===== config.mk =====
export PLATFORM = sky130hd
export DESIGN_NAME = source_text_tokenizer_unit
export DESIGN_NICKNAME = d
export VERILOG_FILES = /design/src/rtl/tokz_pkg.sv /design/src/rtl/tokz_scan.sv /design/src/rtl/tokz_fifo.sv /design/src/rtl/source_text_tokenizer_unit.sv
export SDC_FILE = /design/constraint.sdc
export NUM_CORES = 1
export LEC_CHECK = 0
export BUFFER_PORTS_ARGS = -buffer_cell sky130_fd_sc_hd__buf_4
export CORE_ASPECT_RATIO = 0.5
export CORE_MARGIN = 1
export CORE_UTILIZATION = 60
export CTS_CLUSTER_SIZE = 20
export DETAILED_ROUTE_END_ITERATION = 10
export GPL_ROUTABILITY_DRIVEN = 0
export PLACE_DENSITY = 0.78
export SLEW_MARGIN = 20
export SYNTH_ARGS = -nofsm -noshare
export SYNTH_HDL_FRONTEND = slang
export SYNTH_HIERARCHICAL = 1
export SYNTH_SLANG_ARGS = --single-unit

===== constraint.sdc =====
create_clock -name clk_i -period 8.7 [get_ports clk_i]
set_input_delay 1.74 -clock clk_i [delete_from_list [all_inputs] [get_ports clk_i]]
set_output_delay 1.74 -clock clk_i [all_outputs]
set_load 0.1 [all_outputs]

===== src/rtl/tokz_pkg.sv =====
// tokz_pkg: shared types and constants of the source text tokenizer.
// Result record, step bundle, token kind codes and character codes.
// No dependencies.
`timescale 1ns / 1ps

package tokz_pkg;

  localparam int unsigned PosW  = 16;
  localparam int unsigned HeadW = 64;
  localparam int unsigned LenOutW = 8;

  typedef enum logic [2:0] {
    KIND_AT       = 3'd0,
    KIND_KEYWORD  = 3'd1,
    KIND_IDENT    = 3'd2,
    KIND_STRING   = 3'd3,
    KIND_OPERATOR = 3'd4,
    KIND_EOF      = 3'd5
  } tokz_kind_e;

  localparam logic [7:0] CH_NUL        = 8'h00;
  localparam logic [7:0] CH_AT         = 8'h40;
  localparam logic [7:0] CH_UNDERSCORE = 8'h5F;
  localparam logic [7:0] CH_NEWLINE    = 8'h0A;
  localparam logic [7:0] CH_QUOTE      = 8'h22;
  localparam logic [7:0] CH_SPACE      = 8'h20;
  localparam logic [7:0] CH_TAB        = 8'h09;
  localparam logic [7:0] CH_CR         = 8'h0D;

  // keyword text, first byte lowest
  localparam logic [HeadW-1:0] KW_FUNC = 64'h0000_0000_636E_7566;
  localparam logic [HeadW-1:0] KW_VAR  = 64'h0000_0000_0072_6176;
  localparam logic [HeadW-1:0] KW_FOR  = 64'h0000_0000_0072_6F66;
  localparam logic [HeadW-1:0] KW_IN   = 64'h0000_0000_0000_6E69;

  localparam logic [PosW-1:0] POS_MAX = '1;
  localparam logic [PosW-1:0] POS_ONE = PosW'(1);

  typedef struct packed {
    tokz_kind_e          kind;
    logic [PosW-1:0]     line;
    logic [PosW-1:0]     column;
    logic [LenOutW-1:0]  length;
    logic [HeadW-1:0]    head;
    logic                last;
  } tokz_result_t;

  // results of one byte: count is 0, 1 or 2
  typedef struct packed {
    logic [1:0]   count;
    tokz_result_t res0;
    tokz_result_t res1;
  } tokz_step_t;

endpackage


===== src/rtl/tokz_scan.sv =====
// tokz_scan: tokenizer state and the per-byte scan step.
// Depends on tokz_pkg.
`timescale 1ns / 1ps

module tokz_scan import tokz_pkg::*; #(
  parameter int unsigned MAX_TOKEN_LEN = 255,
  parameter int unsigned HEAD_BYTES    = 8
) (
  input  logic       clk_i,
  input  logic       rst_ni,
  input  logic       step_i,
  input  logic [7:0] char_byte_i,
  input  logic       end_of_input_i,
  output tokz_step_t step_o
);

  localparam int unsigned LenW = $clog2(MAX_TOKEN_LEN + 1);

  typedef enum logic [1:0] {
    MODE_IDLE   = 2'd0,
    MODE_IDENT  = 2'd1,
    MODE_STRING = 2'd2
  } mode_e;

  mode_e            mode_q, mode_d;
  logic [PosW-1:0]  line_q, line_d, col_q, col_d;
  logic [PosW-1:0]  sline_q, sline_d, scol_q, scol_d;
  logic [LenW-1:0]  tlen_q, tlen_d;
  logic [HeadW-1:0] head_q, head_d;

  logic             is_end, is_alpha, is_digit, is_space, is_word;
  logic             pend_v, oth_v, classify;
  logic [PosW-1:0]  line_adv, col_adv;
  tokz_result_t     pend_r, oth_r;

  function automatic logic [LenOutW-1:0] sat_len(input logic [LenW-1:0] len);
    sat_len = (32'(len) > 32'd255) ? 8'hFF : LenOutW'(len);
  endfunction

  // -- byte classes and position advance
  always_comb begin
    is_end   = end_of_input_i || (char_byte_i == CH_NUL);
    is_alpha = ((char_byte_i >= 8'h61) && (char_byte_i <= 8'h7A)) ||
               ((char_byte_i >= 8'h41) && (char_byte_i <= 8'h5A));
    is_digit = (char_byte_i >= 8'h30) && (char_byte_i <= 8'h39);
    is_space = (char_byte_i == CH_SPACE) ||
               ((char_byte_i >= CH_TAB) && (char_byte_i <= CH_CR));
    is_word  = is_alpha || is_digit || (char_byte_i == CH_UNDERSCORE);
    if (char_byte_i == CH_NEWLINE) begin
      line_adv = (line_q < POS_MAX) ? line_q + POS_ONE : line_q;
      col_adv  = POS_ONE;
    end else begin
      line_adv = line_q;
      col_adv  = (col_q < POS_MAX) ? col_q + POS_ONE : col_q;
    end
  end

  // -- pending token as it would be emitted now
  always_comb begin
    pend_r.kind = KIND_IDENT;
    if (mode_q == MODE_STRING) begin
      pend_r.kind = KIND_STRING;
    end else if ((tlen_q == LenW'(4) && head_q == KW_FUNC) ||
                 (tlen_q == LenW'(3) && head_q == KW_VAR) ||
                 (tlen_q == LenW'(3) && head_q == KW_FOR) ||
                 (tlen_q == LenW'(2) && head_q == KW_IN)) begin
      pend_r.kind = KIND_KEYWORD;
    end
    pend_r.line   = sline_q;
    pend_r.column = scol_q;
    pend_r.length = sat_len(tlen_q);
    pend_r.head   = head_q;
    pend_r.last   = 1'b0;
  end

  // -- scan step
  always_comb begin
    mode_d   = mode_q;
    line_d   = line_q;
    col_d    = col_q;
    sline_d  = sline_q;
    scol_d   = scol_q;
    tlen_d   = tlen_q;
    head_d   = head_q;
    pend_v   = 1'b0;
    oth_v    = 1'b0;
    classify = 1'b0;
    oth_r    = '{kind: KIND_EOF, line: line_q, column: col_q, length: '0,
                 head: '0, last: 1'b0};

    if (is_end) begin
      pend_v  = (mode_q != MODE_IDLE);
      oth_v   = 1'b1;
      mode_d  = MODE_IDLE;
      line_d  = POS_ONE;
      col_d   = POS_ONE;
      sline_d = POS_ONE;
      scol_d  = POS_ONE;
      tlen_d  = '0;
      head_d  = '0;
    end else begin
      case (mode_q)
        MODE_STRING: begin
          line_d = line_adv;
          col_d  = col_adv;
          if (char_byte_i == CH_QUOTE) begin
            pend_v = 1'b1;
            mode_d = MODE_IDLE;
          end else if (tlen_q < LenW'(MAX_TOKEN_LEN)) begin
            if (tlen_q < LenW'(HEAD_BYTES)) begin
              head_d = head_q | (HeadW'(char_byte_i) << {tlen_q[2:0], 3'b000});
            end
            tlen_d = tlen_q + LenW'(1);
          end
        end
        MODE_IDENT: begin
          if (is_word) begin
            line_d = line_adv;
            col_d  = col_adv;
            if (tlen_q < LenW'(MAX_TOKEN_LEN)) begin
              if (tlen_q < LenW'(HEAD_BYTES)) begin
                head_d = head_q | (HeadW'(char_byte_i) << {tlen_q[2:0], 3'b000});
              end
              tlen_d = tlen_q + LenW'(1);
            end
          end else begin
            pend_v   = 1'b1;
            mode_d   = MODE_IDLE;
            classify = 1'b1;
          end
        end
        default: classify = 1'b1;
      endcase

      if (classify) begin
        line_d = line_adv;
        col_d  = col_adv;
        if (is_space) begin
          // skipped
        end else if (char_byte_i == CH_QUOTE) begin
          mode_d  = MODE_STRING;
          sline_d = line_q;
          scol_d  = col_q;
          tlen_d  = '0;
          head_d  = '0;
        end else if (is_alpha || (char_byte_i == CH_UNDERSCORE)) begin
          mode_d  = MODE_IDENT;
          sline_d = line_q;
          scol_d  = col_q;
          tlen_d  = LenW'(1);
          head_d  = HeadW'(char_byte_i);
        end else begin
          oth_v       = 1'b1;
          oth_r.kind  = (char_byte_i == CH_AT) ? KIND_AT : KIND_OPERATOR;
          oth_r.length = LenOutW'(1);
          oth_r.head  = HeadW'(char_byte_i);
        end
      end
    end

    // pack results in emission order
    step_o.count = 2'(pend_v) + 2'(oth_v);
    step_o.res0  = pend_v ? pend_r : oth_r;
    step_o.res1  = oth_r;
    step_o.res0.last = !(pend_v && oth_v);
    step_o.res1.last = 1'b1;
  end

  always_ff @(posedge clk_i or negedge rst_ni) begin
    if (!rst_ni) begin
      mode_q  <= MODE_IDLE;
      line_q  <= POS_ONE;
      col_q   <= POS_ONE;
      sline_q <= POS_ONE;
      scol_q  <= POS_ONE;
      tlen_q  <= '0;
      head_q  <= '0;
    end else if (step_i) begin
      mode_q  <= mode_d;
      line_q  <= line_d;
      col_q   <= col_d;
      sline_q <= sline_d;
      scol_q  <= scol_d;
      tlen_q  <= tlen_d;
      head_q  <= head_d;
    end
  end

endmodule


===== src/rtl/tokz_fifo.sv =====
// tokz_fifo: four-entry result queue, takes up to two results a cycle.
// Depends on tokz_pkg.
`timescale 1ns / 1ps

module tokz_fifo import tokz_pkg::*; (
  input  logic         clk_i,
  input  logic         rst_ni,
  input  logic         push_i,
  input  tokz_step_t   step_i,
  output logic         space_o,
  output tokz_result_t head_o,
  output logic         valid_o,
  input  logic         ready_i
);

  tokz_result_t mem_q [4];
  logic [1:0]   rd_q, rd_d, wr_q, wr_d;
  logic [2:0]   cnt_q, cnt_d;
  logic [1:0]   n_push;
  logic         pop;

  always_comb begin
    n_push  = push_i ? step_i.count : 2'd0;
    pop     = valid_o && ready_i;
    rd_d    = rd_q + 2'(pop);
    wr_d    = wr_q + n_push;
    cnt_d   = cnt_q + 3'(n_push) - 3'(pop);
    valid_o = (cnt_q != 3'd0);
    space_o = (cnt_q <= 3'd2);
    head_o  = mem_q[rd_q];
  end

  always_ff @(posedge clk_i or negedge rst_ni) begin
    if (!rst_ni) begin
      rd_q  <= '0;
      wr_q  <= '0;
      cnt_q <= '0;
    end else begin
      rd_q  <= rd_d;
      wr_q  <= wr_d;
      cnt_q <= cnt_d;
    end
  end

  always_ff @(posedge clk_i) begin
    if (n_push != 2'd0) begin
      mem_q[wr_q] <= step_i.res0;
    end
    if (n_push == 2'd2) begin
      mem_q[wr_q + 2'd1] <= step_i.res1;
    end
  end

endmodule


===== src/rtl/source_text_tokenizer_unit.sv =====
// source_text_tokenizer_unit: byte-stream tokenizer, top level.
// Depends on tokz_pkg, tokz_scan and tokz_fifo.
`timescale 1ns / 1ps
//
//  channel | direction | handshake                 | payload
//  --------+-----------+---------------------------+---------------------------------
//  in      | input     | in_valid_i / in_ready_o   | char_byte_i, end_of_input_i
//  out     | output    | out_valid_o / out_ready_i | token_kind_o .. text_head_o,
//          |           |                           | is_last_o
//
// One byte request a cycle while the queue has room: a byte is held in the input
// register, the scan step runs on it and its results (none, one or two) go into a
// four-entry result queue. The queue drains one result a cycle while the output
// is ready, so bytes that yield two results cap the rate at the output side.
// Reset puts the scanner at line 1, column 1 with no token pending and
// empties the queue. A stalled output holds the queue; the input register
// moves on only while the queue has room for two results.

module source_text_tokenizer_unit import tokz_pkg::*; #(
  parameter int unsigned MAX_TOKEN_LEN = 255,
  parameter int unsigned HEAD_BYTES    = 8
) (
  input  logic             clk_i,
  input  logic             rst_ni,
  input  logic             in_valid_i,
  output logic             in_ready_o,
  input  logic [7:0]       char_byte_i,
  input  logic             end_of_input_i,
  output logic             out_valid_o,
  input  logic             out_ready_i,
  output logic [2:0]       token_kind_o,
  output logic [PosW-1:0]  start_line_o,
  output logic [PosW-1:0]  start_column_o,
  output logic [7:0]       text_length_o,
  output logic [HeadW-1:0] text_head_o,
  output logic             is_last_o
);

  logic         inq_valid_q, inq_valid_d;
  logic [7:0]   inq_char_q;
  logic         inq_end_q;
  logic         space, advance;
  tokz_step_t   step;
  tokz_result_t head;

  // the registered byte is scanned once the queue can take both results
  always_comb begin
    advance     = inq_valid_q && space;
    in_ready_o  = !inq_valid_q || advance;
    inq_valid_d = in_ready_o ? in_valid_i : inq_valid_q;
  end

  always_ff @(posedge clk_i or negedge rst_ni) begin
    if (!rst_ni) begin
      inq_valid_q <= 1'b0;
    end else begin
      inq_valid_q <= inq_valid_d;
    end
  end

  always_ff @(posedge clk_i) begin
    if (in_valid_i && in_ready_o) begin
      inq_char_q <= char_byte_i;
      inq_end_q  <= end_of_input_i;
    end
  end

  tokz_scan #(
    .MAX_TOKEN_LEN (MAX_TOKEN_LEN),
    .HEAD_BYTES    (HEAD_BYTES)
  ) u_scan (
    .clk_i          (clk_i),
    .rst_ni         (rst_ni),
    .step_i         (advance),
    .char_byte_i    (inq_char_q),
    .end_of_input_i (inq_end_q),
    .step_o         (step)
  );

  tokz_fifo u_fifo (
    .clk_i   (clk_i),
    .rst_ni  (rst_ni),
    .push_i  (advance),
    .step_i  (step),
    .space_o (space),
    .head_o  (head),
    .valid_o (out_valid_o),
    .ready_i (out_ready_i)
  );

  assign token_kind_o   = head.kind;
  assign start_line_o   = head.line;
  assign start_column_o = head.column;
  assign text_length_o  = head.length;
  assign text_head_o    = head.head;
  assign is_last_o      = head.last;

endmodule

-- Word level (Yosys, flattened, before mapping)
Memory sizes are Yosys's and may differ from the RTL's.
Cells that the tools add are included.
W data, S select, Z words.
- bits in writable memories: 432
- logic and storage cells: 167
- register bits: 155
- memories kept: 1
- memory list (memory ; depth ; width ; read ports ; clocked after memory_dff ; write ports ; RTL line ; RTL):
    u_fifo.mem_q ; 4 ; 108 ; 1 ; 0 ; 2 ; tokz_fifo.sv:16 ; tokz_result_t mem_q [4];
- reduce and logical (&&, ||, !) cells: 33
- shift operators: 1
- add/sub/neg operators: 9
- order comparisons: 13
- equal/unequal tests: 17
- mux-type cells: 79
- bitwise gates (word level): 1
- operators by type and width (kind ; count):
    $mux W64 ; 9
    $mux W16 ; 20
    $mux W72 ; 4
    $eq A64 B23 Y1 const B ; 2
    $pmux W64 S2 ; 1
    $mux W108 ; 1
    $mux W65 ; 1
    $eq A64 B15 Y1 const B ; 1
    $eq A64 B31 Y1 const B ; 1
    $mux W8 ; 8
    $or A64 B64 Y64 ; 1
    $pmux W16 S2 ; 2
    $shl A8 B6 Y64 ; 1
    $add A16 B1 Y16 const B ; 2
    $lt A16 B16 Y1 const B ; 2
    $mux W3 ; 7
    $mux W2 ; 9
    $eq A8 B2 Y1 const B ; 2
    $eq A8 B6 Y1 const B ; 2
    $eq A8 B7 Y1 const B ; 2
    $ge A8 B7 Y1 const B ; 2
    $le A8 B7 Y1 const B ; 2
    $pmux W8 S2 ; 1
    $mux W1 ; 13
    31 further kinds ; 57

-- Logic depth before layout (Yosys ltp)
Gate-level depths: netlist of run 1.
- depth in word-level cells: 15
- depth in mapped cells: 17
- depth with buffers taken out: 14

-- Modules after synthesis
Netlist of run 1, hierarchy kept.
- modules (own cells, without submodules) (module ; cells each ; area an instance (um2) ; seq. area each (um2) ; times used):
    tokz_fifo ; 1089 ; 21074.0 ; 13147.6 ; 1
    tokz_scan ; 954 ; 8545.7 ; 3458.3 ; 1
    source_text_tokenizer_unit ; 14 ; 330.3 ; 295.3 ; 1

-- Worst setup path after synthesis of run 1
OpenSTA, ideal clock, no wires.
- kind: register -> register
- start: register inq_char_q[4]
- end: memory u_fifo/mem_q[1][0] (netlist name), enable pin
- cell stages (with the launch flop): 12
- library setup time: 0.576 ns
- data arrival time: 7.125 ns
- path buffers: 2
- setup slack: 0.999 ns
- data required time: 8.124 ns
- cell sequence: edfxtp_1 or4_1 a21o_1 a21oi_4 o31ai_4 inv_2 buf_2 buf_2 ha_1 mux2_2 nand2_1 nor2_1
- RTL lines (element ; RTL line ; RTL):
    from (decl) ; source_text_tokenizer_unit.sv:40 ; logic [7:0] inq_char_q;
    from (signal assigned) ; source_text_tokenizer_unit.sv:63 ; inq_char_q <= char_byte_i;
    to (decl) ; tokz_fifo.sv:16 ;

==> impl_metrics.json, run 1 <==
{
  "htree_levels": 2,
  "core_area_um2": 48900,
  "syn_area_um2": 29900,
  "die_y_um": 160,
  "crit_family": "simple AND/OR/NAND/NOR gates",
  "maxSlewViolCount": 0,
  "critPathKind": "reg2reg",
  "start_util_pct": 61.2,
  "syn_inst": 2057,
  "max_freq_ghz": 0.173,
  "r2r-start": "inq_char_q[4]$_DFFE_PP_",
  "hold-worst-slack_ps": 509,
  "die_area_um2": 50900,
  "drc": 0,
  "grtUsageTotal_pct": 26.5,
  "grt_pass1_vias": 18400,
  "start_kind": "flip-flop",
  "insertion_delay_ps": 590,
  "startpoint": "inq_char_q[4]$_DFFE_PP_",
  "ys_warn_count": 6,
  "ys_seq_area_share_pct": 56.4,
  "clockRootBuffer": "clkbuf_16",
  "via_count": 17900,
  "fin_crit_ps": 5790,
  "io_pins": 123,
  "slowest_delay_ps": 830,
  "synth_edf_count": 441,
  "status": "finished clean",
  "cts_buffers": 51,
  "hold_viol_final": 0,
  "overflow": 0,
  "syn_to_final_growth_pct": 9.38,
  "ys_types": 80,
  "io_buffers": 122,
  "cp.required_ps": 9020,
  "fin_nets": 2154,
  "cp.arrival_ps": 6110,
  "antenna_found_initial": 0,
  "rsz0062_at_grt": "no",
  "synth_seq_cells": 587,
  "slew_headroom_pct": 29.6,
  "grt.busiest_layer": "met2",
  "async_flop_share_pct": 24.9,
  "grt_pass1_wl_mm": 106,
  "via_per_inst": 6.36,
  "tightest_slew_ps": 1060,
  "ctsHoldBuffers": 0,
  "drtIter0Drc": 1753,
  "cp.buffers_inverters": 2,
  "wirelength_mm": 67.2,
  "rows": 57,
  "die_w_um": 318,
  "dp_hpwl_mm": 39.6,
  "tritoncts": "yes",
  "synthFlopType": "edfxtp_1",
  "worst_path_max_delay_cell": "nor2_4",
  "avgSynthCellArea_um2": 14.6,
  "crit_path_end_kind": "flip-flop",
  "grt_max_degree": 87,
  "first_pass_iters": 5,
  "min-delay-start": "u_scan/scol_q[2]$_DFFE_PN0P_",
  "cts_setup_buffers": 0,
  "min_path_type": "reg2reg",
  "clkSinkCount": 587,
  "max_cap_viol_count": 0,
  "fin_setup_tns_ps": 0,
  "n_antenna_cell": 0,
  "critPathMaxFanout": 44,
  "antenna_left": 0,
  "setup_viol": 0,
  "power_density_nw_per_um2": 357,
  "wl_per_cell_um": 23.9,
  "min_period_over_period_pct": 66.5,
  "clkTransAtPathRegs_ps": 70,
  "ir_worst_vdd_uv": 352,
  "finClkSkew_ps": 31.2,
  "p_leak_nw": 12.6,
  "drive_gt1_share_pct": 36.7,
  "met1_usage_pct": 38.6,
  "cts_resized": 0,
  "clock_path_buffers": 3,
  "path_cells": "or4_1, a21o_1, a21oi_4, o31ai_4, inv_2, ha_1, nand3b_1, nor2_4, buf_4, mux2_2",
  "met2_usage_pct": 42.7,
  "grt_use_met3_pct": 4.57
}
[cells in the mapped netlist (6+ instances only)]
library cell / n / area, um2
buf_4: 67 / 503
buf_2: 72 / 360
nor3_1: 26 / 130
a21oi_1: 21 / 105
nand2b_1: 6 / 37.5
nor4_1: 25 / 156
nand4_1: 16 / 100
mux2_1: 20 / 225
a21o_1: 11 / 82.6
a32o_1: 6 / 60.1
or3_1: 7 / 43.8
o21ai_1: 10 / 50.1
and2_1: 71 / 444
edfxtp_1: 441 / 13200
nor2_1: 67 / 251
a211oi_1: 7 / 52.6
nand2_1: 132 / 495
ha_1: 13 / 163
a31oi_1: 8 / 50.1
mux4_2: 108 / 2430
and3_1: 8 / 50.1
buf_6: 7 / 78.8
dfrtp_1: 142 / 3550
o22ai_1: 10 / 62.6
inv_1: 32 / 120
clkbuf_1: 45 / 169
mux2_2: 413 / 4650
a22o_1: 82 / 718
nand3_1: 25 / 125
xnor2_1: 27 / 236
o21ai_0: 27 / 135
[metal layers]
metal / up-vias / part of all wire [%]
li1: 7964 / -
met1: 9263 / 44
met2: 598 / 48
met3: 89 / 6.2
met4: 0 / 1.4
met5: - / 0
[worst paths after layout]
check,end,slack (ps),cells after the start
min in group asynchronous,u_scan/sline_q[9]$_DFFE_PN0P_,1190,1
max reg2reg,u_fifo/mem_q[3][51]$_DFFE_PP_,2910,10
max in group asynchronous,u_scan/head_q[31]$_DFFE_PN0P_,6080,2
max,u_fifo/mem_q[3][51]$_DFFE_PP_,2910,10
min reg2reg,u_scan/scol_q[2]$_DFFE_PN0P_,510,1
min,u_scan/scol_q[2]$_DFFE_PN0P_,510,1
[power by group]
part	internal [mW]	total [mW]	switching [mW]
sequential	3.61	3.92	0.303
combinational	1.36	5.45	4.09
clock	1.29	2.32	1.03
[cell usage in the layout, fill, tap and decap left out, types with 65 or more instances in the layout]
master / n
edfxtp_1: 441
dfrtp_1: 140
nand2_1: 132
and2_1: 70
conb_1: 65
nor2_1: 66
mux2_2: 413
a22o_1: 82
buf_4: 147
mux4_2: 108
[metrics by stage]
stage	area, um2	worst slack (ps)	instances	total power [mW]	util [%]
after detailed placement	31100	3030	2723	9.44	63.5
after global routing	32800	2750	2818	12.1	67.0
after global placement	31100	3180	2723	9.39	63.5
after CTS	32800	3000	2818	11.8	67.0
after floorplan	30200	999	2120	8.32	-
final	32800	2910	2818	11.7	67.0
[cell type report]
cell class	instances	area [um2]
multi-input combinational	1304	12100
clock inverter	21	219
sequential	587	16900
timing repair buffer	149	1130
tap	649	812
inverter	34	128
fill	3395	16200
clock buffer	74	1460
[registers in the layout, summed over array words and instances (netlist names), 3 cells and up]
register	cells
inq_char_q	8
u_fifo/cnt_q	3
u_fifo/mem_q	432
u_scan/col_q	16
u_scan/head_q	64
u_scan/line_q	16
u_scan/scol_q	16
u_scan/sline_q	16
u_scan/tlen_q	8
[kinds of logic (layout without fill, tap and decap cells)]
logic type / Yosys count / in the layout / synth area share (%)
multiplexers: 542 / 542 / 24.4
buffers and inverters: 229 / 278 / 4.19
flip-flops: 587 / 587 / 56.4
XOR/XNOR: 29 / 29 / 0.848
AO/OA/AOI/OAI: 224 / 224 / 5.75
adder cells (fa/ha/maj): 14 / 14 / 0.610
other: 2 / 65 / 0.0251
AND/OR/NAND/NOR: 430 / 430 / 7.71
[worst register-to-register path, stage by stage, from the launching register on]
cell      delay, ps
edfxtp_1        700
or4_1           670
a21o_1          300
a21oi_4         280
o31ai_4         130
inv_2           630
ha_1            440
nand3b_1        360
nor2_4          830
buf_4           700
mux2_2          500
No activity file was read; power rests on OpenSTA's default activity.
==> inputs of run 2 (changes only) <==
clock period = 5.62 ns   (was 8.7 ns; I/O delays follow)
==> run 2 against run 1 <==
Register-to-register slack got worse by 1900 ps; sequential power rose by 53%; non-clock buffer count grew 7.
==> impl_metrics.json, run 2 (synthesized netlist as in run 1, its figures left out) <==
{
  "fin_setup_tns_ps": 0,
  "worst-r2r-cell-count": 10,
  "clock_power_share_pct": 19.8,
  "cts_setup_buffers": 0,
  "core_area_um2": 48900,
  "drc": 0,
  "clkSinkCount": 587,
  "path_cells": "or4_1, a21o_1, a21oi_4, nor2_1, o21ai_0, ha_1, nand3b_1, or3_4, buf_12, mux2_2",
  "layout_common_cells": "441 x edfxtp_1, 413 x mux2_2, 140 x dfrtp_1, 139 x buf_4, 132 x nand2_1",
  "cp-endpoint": "u_fifo/mem_q[1][51]$_DFFE_PP_",
  "path_depth": 10,
  "io_pins": 123,
  "tightest_slew_ps": 1090,
  "antenna_left": 0,
  "clock_path_buffers": 3,
  "slew_headroom_pct": 26.9,
  "wl_per_cell_um": 24.0,
  "seqCellArea_um2": 16900,
  "pre_cts_ws_ps": 1090,
  "worst_path_max_delay_cell": "edfxtp_1",
  "cts_resized": 0,
  "slowest_delay_ps": 720,
  "antenna_found_initial": 0,
  "htree_levels": 2,
  "power_density_nw_per_um2": 551,
  "via_per_inst": 6.39,
  "instances_no_fill": 2826,
  "fin_crit_ps": 4590,
  "rows": 57,
  "cp.arrival_ps": 4910,
  "insertion_delay_ps": 570,
  "grt_pass1_vias": 18300,
  "clockRootBuffer": "clkbuf_16",
  "critPathKind": "reg2reg",
  "reg_top3": "u_fifo/mem_q (432), u_scan/head_q (64)",
  "multi_input_area_um2": 12100,
  "p_sw_mw": 8.42,
  "ir_worst_vdd_uv": 484,
  "syn_to_final_growth_pct": 10.3,
  "min_period_over_period_pct": 81.7,
  "largest_register_ffs": 432,
  "crit_family": "simple AND/OR/NAND/NOR gates",
  "cp.required_ps": 5940,
  "drtIter0Drc": 1851,
  "p_leak_nw": 12.7,
  "via_count": 18100,
  "startpoint": "inq_char_q[1]$_DFFE_PP_",
  "final_area_um2": 33000,
  "io_buffers": 122,
  "fill_cells": 3415,
  "die_w_um": 318,
  "crit_path_end_kind": "flip-flop",
  "finClkSkew_ps": 14.0,
  "tritoncts": "yes",
  "r2r-start": "inq_char_q[1]$_DFFE_PP_",
  "drive_gt1_share_pct": 37.0,
  "switching_share_pct": 46.3,
  "cp.buffers_inverters": 1,
  "max_freq_ghz": 0.218,
  "status": "finished clean",
  "first_pass_iters": 5,
  "fin_nets": 2162,
  "r2r_slack_ps": 1030,
  "setup_slack_ps": 1030,
  "hold_viol_final": 0,
  "largest-register": "u_fifo/mem_q",
  "r2r_end": "u_fifo/mem_q[1][51]$_DFFE_PP_",
  "wirelength_mm": 67.9,
  "grtUsageTotal_pct": 26.9,
  "n_antenna_cell": 0,
  "dp_hpwl_mm": 40.1,
  "start_kind": "flip-flop",
  "layout_commonest_cell": "edfxtp_1",
  "grt_pass1_wl_mm": 107,
  "maxSlewViolCount": 0,
  "seqPwrFrac_pct": 33.0,
  "start_util_pct": 61.2,
  "p_comb_share_pct": 47.2,
  "cts_buffers": 52,
  "clkTransAtPathRegs_ps": 70,
  "critPathMaxFanout": 54,
  "dpl_cell_area_um2": 31300,
  "p_int_mw": 9.78,
  "grt_max_degree": 111,
  "min_path_type": "in2async",
  "dp_cells": 2730,
  "ctsHoldBuffers": 0,
  "max_cap_viol_count": 0,
  "rsz0062_at_grt": "no",
  "setup_viol": 0,
  "overflow": 0,
  "die_area_um2": 50900,
  "die_y_um": 160
}
-- run 2: final cells by class --
type | instances | area share, %
clock buffers | 78 | 4.89
clock inverters | 18 | 0.322
multi-input cells | 1304 | 36.6
well taps | 649 | 2.46
flip-flops and latches | 587 | 51.2
repair buffers | 156 | 4.16
inverters | 34 | 0.386
-- run 2: worst min path at each step --
stage / end / slack (ps) / cells past startpoint
5_1_grt: u_scan/sline_q[9]$_DFFE_PN0P_ / 520 / 1
3_3_place_gp: u_fifo/cnt_q[2]$_DFF_PN0_ / 480 / 1
6_report: u_scan/sline_q[10]$_DFFE_PN0P_ / 510 / 1
4_1_cts: u_scan/sline_q[4]$_DFFE_PN0P_ / 510 / 1
3_5_place_dp: u_scan/sline_q[11]$_DFFE_PN0P_ / 490 / 1
2_1_floorplan: u_fifo/cnt_q[2]$_DFF_PN0_ / 460 / 1
-- run 2: stage by stage --
stage | utilization, % | power [mW] | hold WS, ps
6_report | 67.5 | 18.2 | 507
2_1_floorplan | - | 12.8 | 462
3_3_place_gp | 64.0 | 14.6 | 482
5_1_grt | 67.5 | 18.8 | 518
4_1_cts | 67.5 | 18.3 | 510
3_5_place_dp | 64.0 | 14.7 | 491
-- run 2: power groups by stage --
stage          clock network [mW]  registers, mW  logic, mW
2_1_floorplan                   0           5.88       6.97
3_3_place_gp                    0           6.06       8.54
3_5_place_dp                    0           6.09       8.57
4_1_cts                      3.66           6.01       8.62
5_1_grt                      3.83           6.08       8.89
6_report                     3.60           6.00       8.58
-- run 2: per-layer routing --
layer	up-vias	GRT usage, %	routed length, um
met2	587	44.2	33300
met5	-	0	0
met1	9415	39.3	29800
met3	80	3.61	3910
met4	0	4.52	908
li1	7986	-	-
==> inputs of run 3 (changes only) <==
CORE_UTILIZATION = 56   (was 60)
PLACE_DENSITY = 0.76   (was 0.78)
clock period = 3.9 ns   (was 5.62 ns; I/O delays follow)
==> run 3 against run 2 <==
Critical path depth rose by 3; power rose by 45%; clock power rose by 43%; critical path type unchanged; register-to-register slack got worse by 760 ps; sequential cell count did not move; sequential power rose by 41%; non-clock buffer count rose by 38; the run now ends with design-rule violations left; worst hold slack got worse by 260 ps; first-iteration DRC count fell by 12%.
==> impl_metrics.json, run 3 (synthesized netlist as in run 1, its figures left out) <==
{
  "status": "complete, but fails checks",
  "violations": "design-rule violations",
  "layout_commonest_cell": "edfxtp_1",
  "total_power_mw": 26.4,
  "fill_cells": 3812,
  "fin_nets": 2201,
  "met3_length_mm": 3.90,
  "io_pins": 123,
  "io_buffers": 122,
  "ctsHoldBuffers": 0,
  "crit_path_end_kind": "flip-flop",
  "pre_cts_ws_ps": 157,
  "grt_pass1_vias": 18500,
  "overflow": 0,
  "via_count": 17900,
  "r2r-start": "inq_char_q[2]$_DFFE_PP_",
  "clkTransAtPathRegs_ps": 70,
  "power_density_nw_per_um2": 786,
  "first_pass_iters": 8,
  "start_util_pct": 57.1,
  "syn_to_final_growth_pct": 12.0,
  "wl_met1_mm": 29.5,
  "largest-register": "u_fifo/mem_q",
  "insertion_delay_ps": 590,
  "tightest_slew_ps": 1020,
  "wl_per_cell_um": 23.2,
  "core_area_um2": 52400,
  "hold_viol_final": 0,
  "start_kind": "flip-flop",
  "via_per_inst": 6.15,
  "min_period_over_period_pct": 93.1,
  "drtIter0Drc": 1624,
  "grt_max_degree": 76,
  "cts_buffers": 53,
  "finClkSkew_ps": 19.7,
  "die_area_um2": 54500,
  "largest_register_ffs": 432,
  "maxSlewViolCount": 0,
  "max_cap_viol_count": 0,
  "layout_common_cells": "441 x edfxtp_1, 412 x mux2_2, 163 x buf_4, 140 x dfrtp_1, 131 x nand2_1",
  "antenna_found_initial": 0,
  "critPathKind": "reg2reg",
  "highest_layer": "met4",
  "reg_top3": "u_fifo/mem_q (432), u_scan/head_q (64)",
  "antenna_left": 0,
  "tritoncts": "yes",
  "setup_viol": 0,
  "htree_levels": 2,
  "die_w_um": 329,
  "clock_path_buffers": 3,
  "wirelength_mm": 67.8,
  "max_freq_ghz": 0.275,
  "min_path_type": "in2async",
  "drive_gt1_share_pct": 38.3,
  "clkSinkCount": 587,
  "grt_pass1_wl_mm": 106,
  "critPathMaxFanout": 18,
  "p_leak_nw": 12.9,
  "cp.arrival_ps": 3970,
  "slew_headroom_pct": 31.5,
  "startpoint": "inq_char_q[2]$_DFFE_PP_",
  "cp.required_ps": 4240,
  "rows": 59,
  "n_antenna_cell": 0,
  "fin_crit_ps": 3630,
  "dp_hpwl_mm": 41.2,
  "met2_length_mm": 33.1,
  "drc": 5,
  "setup_slack_ps": 268,
  "clockRootBuffer": "clkbuf_16",
  "ir_worst_vdd_uv": 676,
  "grtUsageTotal_pct": 25.1,
  "fin_setup_tns_ps": 0,
  "die_y_um": 166,
  "rsz0062_at_grt": "no"
}
run 3: cell types whose count changed in the layout (fill, tap and decap cells not counted), moves of 2 or more:
cell,delta
buf_4,+24
buf_12,+14
clkinv_2,+3
clkbuf_1,+2
clkbuf_8,-4
clkbuf_16,-4
inv_6,+2
bufinv_16,+2
run 3: path summary, 6_finish.rpt:
check                                                 to  slack, ps  cells after the start
max                        u_fifo/mem_q[0][42]$_DFFE_PP_        270                     13
min                        u_scan/sline_q[9]$_DFFE_PN0P_        240                      1
max reg2reg                u_fifo/mem_q[0][42]$_DFFE_PP_        270                     13
min reg2reg                    u_fifo/cnt_q[2]$_DFF_PN0_        500                      1
max in group asynchronous  u_scan/head_q[44]$_DFFE_PN0P_       2790                      2
min in group clk_i                   inq_end_q$_DFFE_PP_        380                      1
run 3: timing repair:
action                     4_1_cts  5_1_grt
resized for setup                0        1
setup endpoints to repair        0      151
setup buffers                    0        2
run 3: worst max-delay path, stage by stage, from the launching register on:
cell and delay [ps]:
edfxtp_1 450, buf_4 200, nor4b_2 410, nand3_1 280
a21boi_4 220, nand2_1 70, o21ai_1 110, ha_4 290
nand3b_1 210, buf_4 190, nor2_4 170, buf_12 240
buf_12 190, mux2_2 340
run 3: report_power, final:
| part | switching (mW) | internal [mW] | leakage (nW) |
|---|---|---|---|
| Clock | 2.30 | 2.83 | 0.832 |
| Sequential | 0.420 | 8.05 | 6.11 |
| Combinational | 9.48 | 3.28 | 5.99 |
run 3: through the flow:
step / hold WS [ps] / instance area, um2 / util (%) / cells
3_3_place_gp: 477 / 31900 / 60.8 / 2818
5_1_grt: 294 / 33600 / 64.0 / 2918
4_1_cts: 257 / 33500 / 64.0 / 2916
6_report: 244 / 33600 / 64.0 / 2918
3_5_place_dp: 482 / 31900 / 60.8 / 2818
2_1_floorplan: 462 / 30200 / - / 2120
run 3: layout make-up:
type / instances / area, um2 / share of cell area [%]
well taps: 701 / 877 / 2.61
clock buffers: 72 / 1470 / 4.37
inverters: 34 / 128 / 0.380
repair buffers: 194 / 1840 / 5.47
flip-flops and latches: 587 / 16900 / 50.4
clock inverters: 26 / 208 / 0.619
multi-input cells: 1304 / 12100 / 36.2
run 3: routing by layer:
| layer | vias to the layer above | GRT usage (%) |
|---|---|---|
| met1 | 9194 | 34.9 |
| met2 | 557 | 42.3 |
| met5 | - | 0 |
| li1 | 8080 | - |
| met3 | 102 | 3.34 |
| met4 | 0 | 6.02 |
